<file path="src/sv/fkr_pkg.sv">
package fkr_pkg;

  localparam int QUEUE_DEPTH = 16;
  localparam int KEY_BITS    = 56;

  localparam int ADDR_W     = $clog2(QUEUE_DEPTH);
  localparam int CNT_W      = $clog2(QUEUE_DEPTH + 1);
  localparam int KEY_PORT_W = 56;
  localparam int POS_W      = 5;
  localparam int ENTRY_W    = 5;

  localparam logic MODE_APPEND = 1'b0;
  localparam logic MODE_REMOVE = 1'b1;

  typedef logic [KEY_BITS-1:0] key_t;
  typedef logic [CNT_W-1:0]    cnt_t;
  typedef logic [ADDR_W-1:0]   addr_t;

  typedef enum logic [1:0] {
    STAT_STORED    = 2'd0,
    STAT_FULL      = 2'd1,
    STAT_REMOVED   = 2'd2,
    STAT_NOT_FOUND = 2'd3
  } status_t;

  typedef enum logic [1:0] {
    ST_IDLE,
    ST_SEARCH,
    ST_SHIFT,
    ST_DONE
  } state_t;

  typedef struct packed {
    status_t              status;
    logic [POS_W-1:0]     position;
    logic [ENTRY_W-1:0]   entry_count;
  } result_t;

endpackage

</file>
<file path="src/sv/fkr_ram.sv">
module fkr_ram #(
  parameter int WIDTH = 8,
  parameter int DEPTH = 16
) (
  input  logic                     clk,
  input  logic                     wr_en,
  input  logic [$clog2(DEPTH)-1:0] wr_addr,
  input  logic [WIDTH-1:0]         wr_data,
  input  logic                     rd_en,
  input  logic [$clog2(DEPTH)-1:0] rd_addr,
  output logic [WIDTH-1:0]         rd_data
);

  logic [WIDTH-1:0] mem [DEPTH];

  always_ff @(posedge clk) begin
    if (wr_en) begin
      mem[wr_addr] <= wr_data;
    end
    if (rd_en) begin
      rd_data <= mem[rd_addr];
    end
  end

endmodule

</file>
<file path="src/sv/fkr_ctrl.sv">
module fkr_ctrl
  import fkr_pkg::*;
(
  input  logic    clk,
  input  logic    rst,
  input  logic    in_valid,
  output logic    in_ready,
  input  logic    in_mode,
  input  key_t    in_key,
  output logic    res_valid,
  input  logic    res_ready,
  output result_t res,
  output logic    wr_en,
  output addr_t   wr_addr,
  output key_t    wr_data,
  output logic    rd_en,
  output addr_t   rd_addr,
  input  key_t    rd_data
);

  state_t  state, state_next;
  key_t    key, key_next;
  cnt_t    cnt, cnt_next;
  cnt_t    idx, idx_next;
  cnt_t    pidx, pidx_next;
  cnt_t    hit, hit_next;
  logic    pend, pend_next;
  result_t res_r, res_next;

  always_ff @(posedge clk) begin
    if (rst) begin
      state <= ST_IDLE;
      cnt   <= '0;
      pend  <= 1'b0;
    end else begin
      state <= state_next;
      cnt   <= cnt_next;
      pend  <= pend_next;
    end
    key   <= key_next;
    idx   <= idx_next;
    pidx  <= pidx_next;
    hit   <= hit_next;
    res_r <= res_next;
  end

  always_comb begin
    state_next = state;
    key_next   = key;
    cnt_next   = cnt;
    idx_next   = idx;
    pidx_next  = pidx;
    hit_next   = hit;
    pend_next  = pend;
    res_next   = res_r;
    in_ready   = 1'b0;
    res_valid  = 1'b0;
    wr_en      = 1'b0;
    wr_addr    = cnt[ADDR_W-1:0];
    wr_data    = key;
    rd_en      = 1'b0;
    rd_addr    = idx[ADDR_W-1:0];

    case (state)
      ST_IDLE: begin
        in_ready = 1'b1;
        if (in_valid) begin
          key_next = in_key;
          if (in_mode == MODE_APPEND) begin
            if (cnt == CNT_W'(QUEUE_DEPTH)) begin
              res_next = '{STAT_FULL, '0, ENTRY_W'(cnt)};
            end else begin
              wr_en    = 1'b1;
              wr_addr  = cnt[ADDR_W-1:0];
              wr_data  = in_key;
              cnt_next = cnt + 1'b1;
              res_next = '{STAT_STORED, '0, ENTRY_W'(cnt + 1'b1)};
            end
            state_next = ST_DONE;
          end else begin
            idx_next   = '0;
            pend_next  = 1'b0;
            state_next = ST_SEARCH;
          end
        end
      end

      ST_SEARCH: begin
        if (pend && rd_data == key) begin
          hit_next   = pidx;
          idx_next   = pidx + 1'b1;
          pend_next  = 1'b0;
          state_next = ST_SHIFT;
        end else if (idx < cnt) begin
          rd_en     = 1'b1;
          pend_next = 1'b1;
          pidx_next = idx;
          idx_next  = idx + 1'b1;
        end else if (pend) begin
          pend_next = 1'b0;
        end else begin
          res_next   = '{STAT_NOT_FOUND, '0, ENTRY_W'(cnt)};
          state_next = ST_DONE;
        end
      end

      ST_SHIFT: begin
        if (pend) begin
          wr_en   = 1'b1;
          wr_addr = ADDR_W'(pidx - 1'b1);
          wr_data = rd_data;
        end
        if (idx < cnt) begin
          rd_en     = 1'b1;
          pend_next = 1'b1;
          pidx_next = idx;
          idx_next  = idx + 1'b1;
        end else if (pend) begin
          pend_next = 1'b0;
        end else begin
          cnt_next   = cnt - 1'b1;
          res_next   = '{STAT_REMOVED, POS_W'(hit) + POS_W'(1), ENTRY_W'(cnt - 1'b1)};
          state_next = ST_DONE;
        end
      end

      ST_DONE: begin
        res_valid = 1'b1;
        if (res_ready) begin
          state_next = ST_IDLE;
        end
      end

      default: begin
        state_next = ST_IDLE;
      end
    endcase
  end

  assign res = res_r;

`ifndef ASSERT_OFF
  a_cnt_bound: assert property (@(posedge clk) disable iff (rst)
    cnt <= CNT_W'(QUEUE_DEPTH))
    else $error("held count above depth");

  a_wr_in_range: assert property (@(posedge clk) disable iff (rst)
    wr_en |-> {1'b0, wr_addr} <= cnt)
    else $error("write beyond held entries");

  a_rd_in_range: assert property (@(posedge clk) disable iff (rst)
    rd_en |-> idx < cnt)
    else $error("read beyond held entries");

  a_remove_dec: assert property (@(posedge clk) disable iff (rst)
    (state == ST_SHIFT && state_next == ST_DONE) |=> cnt == $past(cnt) - 1'b1)
    else $error("remove did not drop count by one");
`endif

endmodule

</file>
<file path="src/sv/fifo_with_keyed_remove_core.sv">
// Ordered key queue with delete-by-key. A transfer with tuser 0 appends the key at the
// tail (status full and dropped when QUEUE_DEPTH keys are held); tuser 1 removes the
// first key equal to it counting from the head, closes the gap and reports its 1-based
// position, or reports not found. Keys live in a single-port-read, single-port-write
// RAM with no reset; only held entries are ever read. An append writes the key at the
// tail and registers its result. A remove reads one entry per cycle: it searches from
// the head, and on a match moves each entry behind it forward by one place; a miss is
// reported once every held entry has been read. The result then passes through the
// output register. One item is in work at a time; the next input is taken while the
// previous result waits in the output register.
module fifo_with_keyed_remove_core
  import fkr_pkg::*;
(
  input  logic                      clk,
  input  logic                      rst,
  input  logic                      s_axis_tvalid,
  output logic                      s_axis_tready,
  input  logic [KEY_PORT_W-1:0]     s_axis_tdata,  // [55:0] plate_key
  input  logic                      s_axis_tuser,  // [0] mode
  output logic                      m_axis_tvalid,
  input  logic                      m_axis_tready,
  output logic [15:0]               m_axis_tdata,  // [4:0] position, [9:5] entry_count
  output logic [1:0]                m_axis_tuser   // [1:0] status
);

  logic    res_valid, res_ready;
  result_t res, out_r;
  logic    out_valid;
  logic    wr_en, rd_en;
  addr_t   wr_addr, rd_addr;
  key_t    wr_data, rd_data;

  fkr_ctrl u_ctrl (
    .clk       (clk),
    .rst       (rst),
    .in_valid  (s_axis_tvalid),
    .in_ready  (s_axis_tready),
    .in_mode   (s_axis_tuser),
    .in_key    (s_axis_tdata[KEY_BITS-1:0]),
    .res_valid (res_valid),
    .res_ready (res_ready),
    .res       (res),
    .wr_en     (wr_en),
    .wr_addr   (wr_addr),
    .wr_data   (wr_data),
    .rd_en     (rd_en),
    .rd_addr   (rd_addr),
    .rd_data   (rd_data)
  );

  fkr_ram #(
    .WIDTH (KEY_BITS),
    .DEPTH (QUEUE_DEPTH)
  ) u_key_ram (
    .clk     (clk),
    .wr_en   (wr_en),
    .wr_addr (wr_addr),
    .wr_data (wr_data),
    .rd_en   (rd_en),
    .rd_addr (rd_addr),
    .rd_data (rd_data)
  );

  assign res_ready = !out_valid || m_axis_tready;

  always_ff @(posedge clk) begin
    if (rst) begin
      out_valid <= 1'b0;
    end else if (res_ready) begin
      out_valid <= res_valid;
    end
    if (res_valid && res_ready) begin
      out_r <= res;
    end
  end

  assign m_axis_tvalid = out_valid;
  assign m_axis_tuser  = out_r.status;
  assign m_axis_tdata  = {6'd0, out_r.entry_count, out_r.position};

endmodule
</file>
<file path="config.mk">
export PLATFORM = sky130hd
export DESIGN_NAME = fifo_with_keyed_remove_core
export DESIGN_NICKNAME = d
export VERILOG_FILES = /design/src/sv/fkr_pkg.sv /design/src/sv/fkr_ram.sv /design/src/sv/fkr_ctrl.sv /design/src/sv/fifo_with_keyed_remove_core.sv
export SDC_FILE = /design/constraint.sdc
export NUM_CORES = 1
export LEC_CHECK = 0
export BUFFER_PORTS_ARGS = -buffer_cell sky130_fd_sc_hd__buf_2
export CORE_MARGIN = 5
export CORE_UTILIZATION = 25
export DETAILED_ROUTE_END_ITERATION = 6
export PLACE_DENSITY_LB_ADDON = 0.1
export SLEW_MARGIN = 10
export SYNTH_ARGS = -nofsm -noshare
export SYNTH_HDL_FRONTEND = slang
export SYNTH_HIERARCHICAL = 1
export SYNTH_SLANG_ARGS = --single-unit
export TNS_END_PERCENT = 30
</file>
<file path="constraint.sdc">
create_clock -name clk -period 11.5 [get_ports clk]
set_input_delay 1.725 -clock clk [delete_from_list [all_inputs] [get_ports clk]]
set_output_delay 1.725 -clock clk [all_outputs]
set_load 0.05 [all_outputs]
</file>
==> metrics.md <==
| Metric | Value |
|---|---|
| Run status | complete, but fails checks |
| Failing checks | design-rule violations |
| Via count | 20800 |
| Total GRT Usage | 14.0% |
| Unrepaired setup endpoints after global routing | no |
| Number of hold violations in the final report | 0 |
| Leading post-synthesis cells by instance count | sky130_fd_sc_hd__edfxtp_1 (1047), sky130_fd_sc_hd__mux4_2 (224), sky130_fd_sc_hd__a22oi_1 (113) |
| Final RePlAce weighted congestion | 0.717 |
| Most used flip-flop cell after synthesis | sky130_fd_sc_hd__edfxtp_1 |
| H-Tree Depth | 3 |
| Filler cells | 16200 |
| MaxCap Viol Count | 0 |
| Worst Path Max Fanout | 26 |
| Total Negative Setup Slacks | 0 ns |
| Placed cells | 4262 |
| Min Hold Slack | 0.419 ns |
| Maximum VDD drop | 0.222 mV |
| Top post-synthesis cells by area | sky130_fd_sc_hd__edfxtp_1 (75%), sky130_fd_sc_hd__mux4_2 (12%), sky130_fd_sc_hd__a22oi_1 (2.0%), sky130_fd_sc_hd__mux2_2 (1.4%), sky130_fd_sc_hd__a222oi_1 (1.3%) |
| Wire length of the first global-routing pass | 174000 µm |
| Number of cells traversed by the worst hold path | 0 |
| Highest routing layer actually used | met4 |
| Final instance count without filler cells | 4481 |
| Data arrival time of the worst path | 5.26 ns |
| Detail Route met2 WL | 63100 µm |
| Placed Instance Area | 44900 µm² |
| Met3 routed wirelength | 4930 µm |
| Cells along the critical path | buf_2 -> nand2_1 -> nor3_4 -> buf_4 -> nand2b_1 -> nand3b_1 -> nor3_2 -> buf_4 -> buf_4 |
| Sum of net half-perimeters after detailed placement | 69000 µm |
| Post-route cell area | 48600 µm² |
| Overall die height | 419 µm |
| Power per standard cell area | 251 nW/µm² |
| Setup slack of the worst register-to-register path | 6.78 ns |
| Type of the tightest min-delay check | flop to flop |
| FF-to-FF Start | u_ctrl/cnt[0]$_SDFFE_PP0P_ |
| Slowest cell on crit path | sky130_fd_sc_hd__nor3_2 |
| TritonCTS clock tree | built |
| Maximum count of clock buffers along a single path | 3 |
| Number of distinct library cell variants in the gate-level netlist after synthesis | 62 |
| Max-slew violation total from the final report | 0 |
| Static Leakage | 15.1 nW |
| Row Count | 150 |
| Share of synthesized registers carrying an async set or reset | 0% |
| Number of DRC violations after detailed routing | 3 |
| Count of hold-fix buffers inserted at cts | 0 |
| Worst R2R Path Depth | 10 |
| Required @ worst endpoint | 11.83 ns |
| Category of the most critical setup path | input port to flop |
| Destination of the worst hold path | m_axis_tdata[1]$_DFFE_PP_ |
| Pin count of the biggest net entering global routing | 132 |
| Post-synth top area share | 75.2% |
| Routed metal-1 wirelength | 54100 µm |
| Kind of start point of the critical path | input port |
| Routed wire length per instance | 27.7 µm |
| Cell repeated most along the worst path | sky130_fd_sc_hd__buf_4 |
| Cell class contributing the biggest share of worst-path delay | simple AND/OR/NAND/NOR gates |
| Post-synthesis to final-layout area growth | 16.2% |
| Via count of the first global-routing pass | 22100 |
| Drt first-iter violations | 1785 |
| Clock transition at the registers of the reported paths | 0.06 ns |
| Cells after Synth | 2045 |
| Number of buffers and inverters on the critical path | 4 |
| Synth warn | 6 |
| Initial antenna violation count | 2 |
| Shortest period the worst path allows | 4.92 ns |
| Critical path capture point type | flop |
| Wirelength, routed | 124000 µm |
| Final Cycle Share | 42.8% |
| Setup clock skew after layout | 0.0315 ns |
| Starting density of the core | 25.1% |
| Net total in the final layout | 2255 |
| Number of buffers inserted during clock tree synthesis | 119 |
| Transition time at the pin with the least slew margin | 1.08 ns |
| Sequential fraction of the synthesis area | 75.6% |
| Worst-Skew Late Latency | 0.73 ns |
| Peak Freq | 0.203 GHz |
| Total of endpoints with negative setup slack in the final report | 0 |
| Port Buffer Count | 74 |
| Buffers inserted by post-CTS timing repair | 0 |
| Via/cell ratio | 4.63 |
| TritonCTS Sinks | 1056 |
| Cell taking the most area after synthesis | sky130_fd_sc_hd__edfxtp_1 |
| Worst min-delay path startpoint | u_ctrl/res[6]$_DFFE_PP_ |
| Area of the mapped netlist | 41800 µm² |
| Total chip power | 12.2 mW |
| Slowest stage delay, CP | 0.83 ns |
| Count of antenna-violating nets left after detailed routing | 0 |
| Top-count cell post-synth | sky130_fd_sc_hd__edfxtp_1 |
| Capture instance of the worst register-to-register path | u_key_ram/mem[8][49]$_DFFE_PP_ |
| Residual overflow from global routing | 0 |
| Number of flops mapped to enable cells by yosys | 1047 |
| Total die area | 176000 µm² |
| Layout cells sized above 1 | 26.3% |
| Yosys reg bits | 1056 |
| Worst slew slack as a fraction of its limit | 28.0% |
| Top-Level Pins | 81 |
| # resized after CTS | 0 |
| CTS root buf | sky130_fd_sc_hd__clkbuf_16 |
| Drt first pass iters | 7 |
| Die width | 419 µm |
| Placeable Area | 167000 µm² |
| Mean area per synthesized cell | 20.5 µm² |
[metrics by stage]
stage,setup WS (ns),utilization [%]
after floorplan,3.92,-
after global placement,5.84,26.9
after detailed placement,5.76,26.9
after CTS,6.55,29.1
after global routing,6.34,29.1
final,6.58,29.1
[cell usage in the layout, fill, tap and decap left out, drive strengths merged, types with 3 or more instances in the layout]
cell type,netlist,routed
edfxtp,1047,1047
mux4,224,224
clkbuf,66,152
buf,51,125
a22oi,113,113
nand2,81,81
inv,74,77
a222oi,54,54
clkinv,0,54
mux2,53,53
xor2,34,34
xnor2,31,31
nor2,30,30
a21oi,18,18
nand2b,17,17
o21ai,17,17
ha,15,15
nand4,13,13
nand3,12,12
nor4,11,11
dfxtp,9,9
nor3,9,9
bufinv,0,8
o22ai,7,7
conb,1,6
or4,6,6
and3,6,6
nor2b,4,4
a21o,3,3
a31oi,3,3
nand3b,3,3
o31ai,3,3
[power by group]
| part | leakage (nW) | total (mW) | internal [mW] | switching (mW) |
|---|---|---|---|---|
| clock network | 1.82 | 3.63 | 2.10 | 1.53 |
| logic | 3.71 | 3.34 | 1.14 | 2.20 |
| registers | 9.55 | 5.22 | 5.07 | 0.143 |
| total | 15.1 | 12.2 | 8.31 | 3.88 |
[metal layers]
layer  global-route usage, %  vias up
li1                        -     8807
met1                    18.6    11300
met2                    24.5      473
met3                    1.85      141
met4                    3.19        0
met5                       0        -
[how the worst max path moves through the flow]
stage	startpoint	to	slack, ns	cells after the start
4_1_cts	s_axis_tvalid	u_key_ram/mem[8][49]$_DFFE_PP_	6.55	9
3_3_place_gp	s_axis_tvalid	u_key_ram/mem[8][50]$_DFFE_PP_	5.84	9
2_1_floorplan	s_axis_tvalid	u_key_ram/mem[0][0]$_DFFE_PP_	3.92	7
5_1_grt	s_axis_tvalid	u_key_ram/mem[8][49]$_DFFE_PP_	6.34	9
6_report	s_axis_tvalid	u_key_ram/mem[8][49]$_DFFE_PP_	6.58	9
3_5_place_dp	s_axis_tvalid	u_key_ram/mem[8][1]$_DFFE_PP_	5.76	9
[worst register-to-register path, stage by stage (launching register included)]
cell,delay (ns)
sky130_fd_sc_hd__dfxtp_1,0.52
sky130_fd_sc_hd__inv_1,0.14
sky130_fd_sc_hd__ha_1,0.24
sky130_fd_sc_hd__and3_4,0.18
sky130_fd_sc_hd__nor3_4,0.14
sky130_fd_sc_hd__buf_4,0.46
sky130_fd_sc_hd__nand2b_1,0.28
sky130_fd_sc_hd__nand3b_1,0.33
sky130_fd_sc_hd__nor3_2,0.83
sky130_fd_sc_hd__buf_4,0.59
sky130_fd_sc_hd__buf_4,0.59
[flip-flops by register name (all words and copies together), names as in the netlist]
register and count:
m_axis_tdata 10, m_axis_tuser 2, m_axis_tvalid 1, u_ctrl/cnt 5, u_ctrl/hit 5, u_ctrl/idx 5, u_ctrl/key 56, u_ctrl/pend 1
u_ctrl/pidx 5, u_ctrl/res 12, u_ctrl/state 2, u_key_ram/mem 896, u_key_ram/rd_data 56
[layout make-up]
| cell class | instances | area [µm²] | area share (%) |
|---|---|---|---|
| flip-flops and latches | 1056 | 31600 | 65.1 |
| multi-input cells | 803 | 9470 | 19.5 |
| clock buffers | 152 | 3140 | 6.47 |
| well taps | 2204 | 2760 | 5.67 |
| repair buffers | 125 | 778 | 1.60 |
| clock inverters | 65 | 552 | 1.14 |
| inverters | 74 | 279 | 0.574 |
| diodes | 2 | 5.00 | 0.0103 |
[logic make-up (layout without fill, tap and decap cells)]
| logic type | after synthesis | in the layout | synth area share [%] |
|---|---|---|---|
| flip-flops | 1056 | 1056 | 75.6 |
| other | 1 | 8 | 0.00897 |
| AO/OA/AOI/OAI | 232 | 232 | 4.31 |
| XOR/XNOR | 65 | 65 | 1.36 |
| AND/OR/NAND/NOR | 206 | 206 | 2.55 |
| buffers and inverters | 191 | 416 | 2.18 |
| multiplexers | 279 | 279 | 13.5 |
| adder cells (fa/ha/maj) | 15 | 15 | 0.449 |
(Power assumes the default switching activity.)
